## src/rtl/brms_pkg.sv

```systemverilog
package brms_pkg;

    // status word layout
    localparam logic [31:0] PSR_RESET    = 32'h0000_00D3;
    localparam logic [31:0] PSR_FIQ_MASK = 32'h0000_0040;
    localparam logic [31:0] PSR_IRQ_MASK = 32'h0000_0080;

    localparam int unsigned NUM_GR      = 16;
    localparam int unsigned NUM_SLOTS   = 6;
    localparam int unsigned NUM_FIQ_HI  = 5;
    localparam int unsigned FIQ_HI_BASE = 8;

    typedef enum logic [1:0] {
        OP_READ   = 2'd0,
        OP_WRITE  = 2'd1,
        OP_STATUS = 2'd2,
        OP_EXCEPT = 2'd3
    } op_t;

    typedef enum logic [2:0] {
        SLOT_USR  = 3'd0,
        SLOT_FIQ  = 3'd1,
        SLOT_IRQ  = 3'd2,
        SLOT_SVC  = 3'd3,
        SLOT_ABT  = 3'd4,
        SLOT_UND  = 3'd5,
        SLOT_NONE = 3'd6
    } slot_t;

    typedef enum logic [2:0] {
        EXC_UND  = 3'd0,
        EXC_SWI  = 3'd1,
        EXC_FIQ  = 3'd2,
        EXC_IRQ  = 3'd3,
        EXC_PABT = 3'd4,
        EXC_DABT = 3'd5
    } exc_t;

    typedef struct packed {
        logic        valid;
        op_t         op;
        logic [3:0]  reg_index;
        logic [31:0] write_data;
        logic [2:0]  exception_kind;
    } req_t;

    typedef struct packed {
        logic [31:0] read_data;
        logic [31:0] status_word;
        logic [31:0] saved_status;
        logic        did_reset;
    } rsp_t;

    function automatic slot_t slot_of(input logic [4:0] m);
        slot_t s;
        case (m)
            5'h10:   s = SLOT_USR;
            5'h11:   s = SLOT_FIQ;
            5'h12:   s = SLOT_IRQ;
            5'h13:   s = SLOT_SVC;
            5'h17:   s = SLOT_ABT;
            5'h1B:   s = SLOT_UND;
            default: s = SLOT_NONE;
        endcase
        return s;
    endfunction

    function automatic logic [4:0] slot_code(input slot_t s);
        logic [4:0] c;
        case (s)
            SLOT_USR: c = 5'h10;
            SLOT_FIQ: c = 5'h11;
            SLOT_IRQ: c = 5'h12;
            SLOT_SVC: c = 5'h13;
            SLOT_ABT: c = 5'h17;
            SLOT_UND: c = 5'h1B;
            default:  c = 5'h13;
        endcase
        return c;
    endfunction

    function automatic logic exc_known(input logic [2:0] k);
        return (k <= 3'(EXC_DABT));
    endfunction

    function automatic slot_t exc_slot(input logic [2:0] k);
        slot_t s;
        case (k)
            EXC_UND:  s = SLOT_UND;
            EXC_SWI:  s = SLOT_SVC;
            EXC_FIQ:  s = SLOT_FIQ;
            EXC_IRQ:  s = SLOT_IRQ;
            EXC_PABT: s = SLOT_ABT;
            EXC_DABT: s = SLOT_ABT;
            default:  s = SLOT_SVC;
        endcase
        return s;
    endfunction

    function automatic logic [31:0] exc_vector(input logic [2:0] k);
        logic [31:0] v;
        case (k)
            EXC_UND:  v = 32'h04;
            EXC_SWI:  v = 32'h08;
            EXC_FIQ:  v = 32'h1C;
            EXC_IRQ:  v = 32'h18;
            EXC_PABT: v = 32'h0C;
            EXC_DABT: v = 32'h10;
            default:  v = 32'h04;
        endcase
        return v;
    endfunction

    function automatic logic [31:0] exc_ret(input logic [2:0] k);
        return (k == 3'(EXC_DABT)) ? 32'd8 : 32'd4;
    endfunction

endpackage

```

## src/rtl/brms_core.sv

```systemverilog
module brms_core
    import brms_pkg::*;
(
    input  logic clk,
    input  logic rst_n,
    input  req_t req,
    output rsp_t rsp
);

    logic [31:0] gr_reg    [NUM_GR];
    logic [31:0] gr_next   [NUM_GR];
    logic [31:0] status_reg;
    logic [31:0] status_next;

    // banked copies; contents undefined until first written
    logic [63:0] sl_bank_reg [NUM_SLOTS];   // {r14, r13} per mode slot
    logic [31:0] saved_reg   [NUM_SLOTS];
    logic [31:0] fiq_lo_reg  [NUM_FIQ_HI];  // r8..r12 outside FIQ
    logic [31:0] fiq_hi_reg  [NUM_FIQ_HI];  // r8..r12 of FIQ

    slot_t       cur;
    slot_t       nxt;
    slot_t       aft;
    logic        do_swap;
    logic        exc_take;
    logic        saved_wr;
    logic        fiq_hi_wr;
    logic        fiq_lo_wr;
    logic        did_reset;
    logic [31:0] rd;
    logic [31:0] psr;
    logic [63:0] sl_rd;

    always_comb
    begin
        cur = slot_of(status_reg[4:0]);
        if (cur == SLOT_NONE)
        begin
            cur = SLOT_SVC;
        end
        nxt         = cur;
        gr_next     = gr_reg;
        status_next = status_reg;
        rd          = '0;
        did_reset   = 1'b0;
        do_swap     = 1'b0;
        exc_take    = 1'b0;
        saved_wr    = 1'b0;
        psr         = '0;

        if (req.valid)
        begin
            case (req.op)
                OP_READ:
                begin
                    rd = gr_reg[req.reg_index];
                end
                OP_WRITE:
                begin
                    gr_next[req.reg_index] = req.write_data;
                end
                OP_STATUS:
                begin
                    nxt = slot_of(req.write_data[4:0]);
                    if (nxt == SLOT_NONE)
                    begin
                        for (int i = 0; i < NUM_GR; i++)
                        begin
                            gr_next[i] = '0;
                        end
                        status_next = PSR_RESET;
                        did_reset   = 1'b1;
                    end
                    else
                    begin
                        do_swap     = (nxt != cur);
                        saved_wr    = (nxt != cur);
                        status_next = req.write_data;
                    end
                end
                OP_EXCEPT:
                begin
                    if (exc_known(req.exception_kind))
                    begin
                        nxt = exc_slot(req.exception_kind);
                        psr = status_reg | PSR_IRQ_MASK;
                        if (req.exception_kind == 3'(EXC_FIQ))
                        begin
                            psr = psr | PSR_FIQ_MASK;
                        end
                        psr[4:0]    = slot_code(nxt);
                        do_swap     = (nxt != cur);
                        saved_wr    = 1'b1;
                        exc_take    = 1'b1;
                        status_next = psr;
                    end
                end
                default:
                begin
                end
            endcase
        end

        fiq_hi_wr = do_swap && (cur == SLOT_FIQ);
        fiq_lo_wr = do_swap && (cur != SLOT_FIQ) && (nxt == SLOT_FIQ);

        // r13/r14 from the incoming mode's bank
        sl_rd = sl_bank_reg[nxt];
        if (do_swap)
        begin
            gr_next[13] = sl_rd[31:0];
            gr_next[14] = sl_rd[63:32];
        end
        for (int i = 0; i < NUM_FIQ_HI; i++)
        begin
            if (fiq_hi_wr)
            begin
                gr_next[FIQ_HI_BASE + i] = fiq_lo_reg[i];
            end
            else if (fiq_lo_wr)
            begin
                gr_next[FIQ_HI_BASE + i] = fiq_hi_reg[i];
            end
        end

        // link and vector go in after the swap
        if (exc_take)
        begin
            gr_next[14] = gr_reg[15] + exc_ret(req.exception_kind);
            gr_next[15] = exc_vector(req.exception_kind) - 32'd4;
        end

        aft = slot_of(status_next[4:0]);
        if (aft == SLOT_NONE)
        begin
            aft = SLOT_SVC;
        end

        rsp.read_data    = rd;
        rsp.status_word  = status_next;
        rsp.saved_status = saved_wr ? status_reg : saved_reg[aft];
        rsp.did_reset    = did_reset;
    end

    always_ff @(posedge clk or negedge rst_n)
    begin
        if (!rst_n)
        begin
            for (int i = 0; i < NUM_GR; i++)
            begin
                gr_reg[i] <= '0;
            end
            status_reg <= PSR_RESET;
        end
        else
        begin
            gr_reg     <= gr_next;
            status_reg <= status_next;
        end
    end

    always_ff @(posedge clk)
    begin
        if (do_swap)
        begin
            sl_bank_reg[cur] <= {gr_reg[14], gr_reg[13]};
        end
        if (saved_wr)
        begin
            saved_reg[nxt] <= status_reg;
        end
        for (int i = 0; i < NUM_FIQ_HI; i++)
        begin
            if (fiq_hi_wr)
            begin
                fiq_hi_reg[i] <= gr_reg[FIQ_HI_BASE + i];
            end
            if (fiq_lo_wr)
            begin
                fiq_lo_reg[i] <= gr_reg[FIQ_HI_BASE + i];
            end
        end
    end

endmodule

```

## src/rtl/banked_register_mode_switch.sv

```systemverilog
// A start transfer passes through the input register and then the result register before the done strobe.
// Throughput: one transfer per cycle; busy is held low, the core finishes each item in one pass.
// Each result is shown for exactly one cycle with done high; the receiver cannot stall.
// Reset (rst_n low, asynchronous): r0..r15 cleared, status word 0xD3 (supervisor,
// IRQ and FIQ masked), pipeline emptied. Banked copies are left as they are.
module banked_register_mode_switch
    import brms_pkg::*;
(
    input  logic        clk,
    input  logic        rst_n,
    input  logic        start,
    output logic        busy,
    input  logic [1:0]  mode,
    input  logic [3:0]  reg_index,
    input  logic [31:0] write_data,
    input  logic [2:0]  exception_kind,
    output logic        done,
    output logic [31:0] read_data,
    output logic [31:0] status_word,
    output logic [31:0] saved_status,
    output logic        did_reset
);

    // Input register: one captured transfer. The core reads its state with the
    // item here, so the item ahead has always committed its updates by then.
    logic        in_valid_reg;
    logic [1:0]  mode_reg;
    logic [3:0]  reg_index_reg;
    logic [31:0] write_data_reg;
    logic [2:0]  exception_kind_reg;

    // Result register
    logic        done_reg;
    rsp_t        rsp_reg;

    req_t        req;
    rsp_t        rsp;
    logic        accept;

    // every cycle can take a transfer
    assign busy   = 1'b0;
    assign accept = start && !busy;

    always_ff @(posedge clk or negedge rst_n)
    begin
        if (!rst_n)
        begin
            in_valid_reg <= 1'b0;
            done_reg     <= 1'b0;
        end
        else
        begin
            in_valid_reg <= accept;
            done_reg     <= in_valid_reg;
        end
    end

    // payload, no reset needed
    always_ff @(posedge clk)
    begin
        if (accept)
        begin
            mode_reg           <= mode;
            reg_index_reg      <= reg_index;
            write_data_reg     <= write_data;
            exception_kind_reg <= exception_kind;
        end
        if (in_valid_reg)
        begin
            rsp_reg <= rsp;
        end
    end

    always_comb
    begin
        req.valid          = in_valid_reg;
        req.op             = op_t'(mode_reg);
        req.reg_index      = reg_index_reg;
        req.write_data     = write_data_reg;
        req.exception_kind = exception_kind_reg;
    end

    // register file, status word, banks and the mode-change logic
    brms_core u_core (
        .clk   (clk),
        .rst_n (rst_n),
        .req   (req),
        .rsp   (rsp)
    );

    assign done         = done_reg;
    assign read_data    = rsp_reg.read_data;
    assign status_word  = rsp_reg.status_word;
    assign saved_status = rsp_reg.saved_status;
    assign did_reset    = rsp_reg.did_reset;

endmodule

```

## config.mk

```make
export PLATFORM = sky130hd
export DESIGN_NAME = banked_register_mode_switch
export DESIGN_NICKNAME = d
export VERILOG_FILES = /design/src/rtl/brms_pkg.sv /design/src/rtl/brms_core.sv /design/src/rtl/banked_register_mode_switch.sv
export SDC_FILE = /design/constraint.sdc
export NUM_CORES = 2
export LEC_CHECK = 0
export ABC_CLOCK_PERIOD_IN_PS = 31200
export BUFFER_PORTS_ARGS = -buffer_cell sky130_fd_sc_hd__buf_4
export CAP_MARGIN = 15
export CORE_MARGIN = 4
export CORE_UTILIZATION = 55
export DETAILED_ROUTE_END_ITERATION = 6
export GPL_TIMING_DRIVEN = 0
export PLACE_DENSITY_LB_ADDON = 0.1
export RECOVER_POWER = 50
export SLEW_MARGIN = 20
export SYNTH_ARGS = -nofsm -noshare
export SYNTH_HDL_FRONTEND = slang
export SYNTH_SLANG_ARGS = --single-unit
```

## constraint.sdc

```tcl
create_clock -name clk -period 31.2 [get_ports clk]
set_input_delay 6.24 -clock clk [delete_from_list [all_inputs] [get_ports clk]]
set_output_delay 6.24 -clock clk [all_outputs]
set_load 0.02 [all_outputs]
```

==> impl_results.md <==
* Status: complete, but fails checks
* Failing checks: capacitance limit, slew limit
* IO buf count at around 140
* Actual slew at the worst max-slew pin at 3.109 ns
* Number of synthesized flops with an enable pin at 1034
* Worst hold slack at 0.4764 ns
* CP max FO at between 50 and 60
* Tcrit/Tclk final at 32.87%
* Reg2reg start: in_valid_reg$_DFF_PN0_
* Number of remaining DRC errors at 0
* Maximum vdd drop at 0.00006568 V
* CTS tree: yes
* Tmin final at 10.26 ns
* Via/cell ratio at between 6 and 7
* Total grt overflow at 0
* Reg clk slew, reported paths at ~0.06 ns
* Core area at 116700 um^2
* Largest net degree at the start of global routing at 90
* Syn Nets at ~5k
* Final wirelength at 213.7 mm
* Clock Tree Buf Depth at 3
* Cell count after synthesis at 4844
* Post-synth ARST share at 34.56%
* GR Util All Layers at between 30 and 40%
* Final Hold Violating Endpoints at 0
* RSZ-0062 raised after global routing: false
* Final Core Density at approximately 63%
* Antenna violations before repair at 5
* Maxcap violations at 8
* Most used cell, CP: clkbuf_1
* Worst path arrival time at 10.98 ns
* # rows at 125
* Routability cong. at 0.9601
* Initial Utilization at 55.65%
* I/O pin cnt at 143
* Resized Gates After CTS at 0
* Hold path start: u_core.gr_reg[418]$_DFFE_PN0P_
* Worst skew pair latency at 0.81 ns
* Root Buffer: clkbuf_16
* CP max stage cell: clkbuf_1
* Cell area after synthesis at 64920 um^2
* Post-synthesis average cell area at 13.40 um^2
* CP startpoint kind: register
* Commonest non-fill, non-tap cell in the layout: edfxtp_1
* First-pass GRT wire length at 307.1 mm
* #FFs+latches synth at 1580
* Layout cells sized above 1 at 12.73%
* Die X-Extent at approximately 350 um
* Vias in the first global route at 43.63k
* Ys Warns at 0
* Main synth FF type: edfxtp_1
* WP data required at ~32 ns
* Most frequent cells in the layout: edfxtp_1 (1034), nand2_1 (818), dfrtp_1 (541)
* Synth cell types at 79
* Drt pass-1 iters at 6
* Seq/Total Area, Yosys at 68.88%
* Worst-path cell chain: clkbuf_1 -> o21ai_0 -> clkbuf_1 -> o32ai_1 -> nand3_1 -> buf_2 -> inv_2 -> clkbuf_1 -> buf_16 -> buf_16 -> a221oi_1 -> a21oi_1
* Post-CTS setup buffers at 0
* Final nets at 5288
* Area growth syn-to-layout at 13.95%
* 1st-iter DRT viols at ~6.3k
* Max Clk Rate at 97.51 MHz
* HPWL Detailed at 150.8 mm
* Final setup fails at 0
* CP endpoint kind: register
* Setup TNS at 0 ns
* Post-route ant nets at 0
* Hold Path Class: register to register
* Max reg flops at 512
* Hold-fix buffer count after cts at 0
* CP startpoint: in_valid_reg$_DFF_PN0_
* CP Class: register to register
* DR WL/cell at 30.93 um
* Final Skew at 0.03347 ns
* Via count at 45.91k
* Total CTS buffers at about 160
* Max-slew violation count at 196
* Sink Count at 1580
* Max_slew headroom at -107.3%
* DIE AREA at 123600 um^2
* Die Ht at 351.6 um
* Crit-path max cell delay at 2.24 ns
* Pwr Density at 78.37 nW/um^2
* Htree depth at 4
* Leakage at 27.73 nW
## cell usage after synthesis (all sizes together), types with 5 or more instances
cell / instances / area [um^2]
a31oi: 141 / 882.1
a221o: 18 / 180.2
o22ai: 28 / 181.4
mux2i: 66 / 660.6
xnor2: 24 / 210.2
nand4: 10 / 62.56
and3: 109 / 681.9
ha: 7 / 87.58
buf: 64 / 309.0
a32oi: 5 / 43.79
o21ai: 353 / 1767
edfxtp: 1034 / 31050
mux4: 160 / 3603
o221a: 5 / 56.30
nor2b: 38 / 237.7
or2: 6 / 37.54
dfstp: 5 / 131.4
a21oi: 190 / 950.9
a311oi: 19 / 166.4
nand2b: 9 / 56.30
a22oi: 81 / 608.1
nand3: 130 / 650.6
clkbuf: 316 / 1187
o311ai: 15 / 131.4
a211oi: 79 / 593.1
o21a: 5 / 37.54
nor2: 234 / 878.3
or3: 6 / 37.54
mux2: 37 / 525.5
nor3: 16 / 85.08
xor2: 9 / 78.83
inv: 19 / 71.32
nor4: 6 / 37.54
nand2: 818 / 3070
and2: 38 / 237.7
a221oi: 126 / 1121
a22o: 29 / 254.0
dfrtp: 541 / 13540
## cells by family (layout without fill, tap and decap cells)
kind of cell    count (synthesis)  in the layout  synth area share (%)
other cells                     1             11              0.005776
buf+inv                       399            930                 2.415
simple gates                 1442           1442                 9.640
mux                           263            263                 7.377
fa+ha+maj                       9              9                0.1811
compound gates               1117           1117                 11.06
xor+xnor                       33             33                0.4452
flops                        1580           1580                 68.88
## per-stage QoR
step                      area [um^2]  setup slack [ns]  power (mW)  cells
after floorplan                 64920             19.96       3.384   4844
final                           73980             20.94       5.798   6909
after global routing            73960             20.36       5.984   6899
after CTS                       74330             23.44       5.803   6899
after detailed placement        69080             23.41       3.895   6596
after global placement          67890             11.52       3.856   6509
## final timing paths
kind | end | slack, ns | cells past startpoint
worst min-delay path | u_core.gr_reg[418]$_DFFE_PN0P_ | 0.48 | 2
worst max register to register | u_core.gr_reg[122]$_DFFE_PN0P_ | 20.94 | 12
worst min register to register | u_core.gr_reg[418]$_DFFE_PN0P_ | 0.48 | 2
max in group asynchronous | u_core.gr_reg[184]$_DFFE_PN0P_ | 24.23 | 5
min in group asynchronous | u_core.status_reg[9]$_DFF_PN0_ | 5.43 | 2
worst max-delay path | u_core.gr_reg[122]$_DFFE_PN0P_ | 20.94 | 12
## worst max-delay path, delay by kind of cell, from the launching register on
kind,cells,cell delay [ns]
buffers and inverters,7,5.67
AO/OA/AOI/OAI,4,2.70
flip-flops,1,0.99
AND/OR/NAND/NOR,1,0.60
## area by class of cell
class                      count  area [um^2]
antenna                       10        25.02
buffer                       380         1484
clock buffer                 223         4519
clock inverter                80        723.2
fill                        8863        42690
inverter                      19        73.82
multi-input combinational   2865        18560
sequential                  1580        44720
tap                         1524         1907
timing repair buffer         228         1973
## layer usage
metal  vias up  routed length, um  global-route usage, %
met4         0              11400                  16.09
met3       446              26300                  10.08
met1     23344              84180                  49.57
met2      3057              91780                  49.35
li1      19064                  -                      -
met5         -                  0                      0
## where the power goes
group          total [mW]  internal [mW]  leakage, nW  switching (mW)
Clock                1.93           1.10         2.59           0.828
Sequential           2.86           2.58         16.8           0.287
Combinational        1.01          0.376         8.31           0.629
Total                5.80           4.05         27.7            1.74
Power figures use the tool's default switching activity.
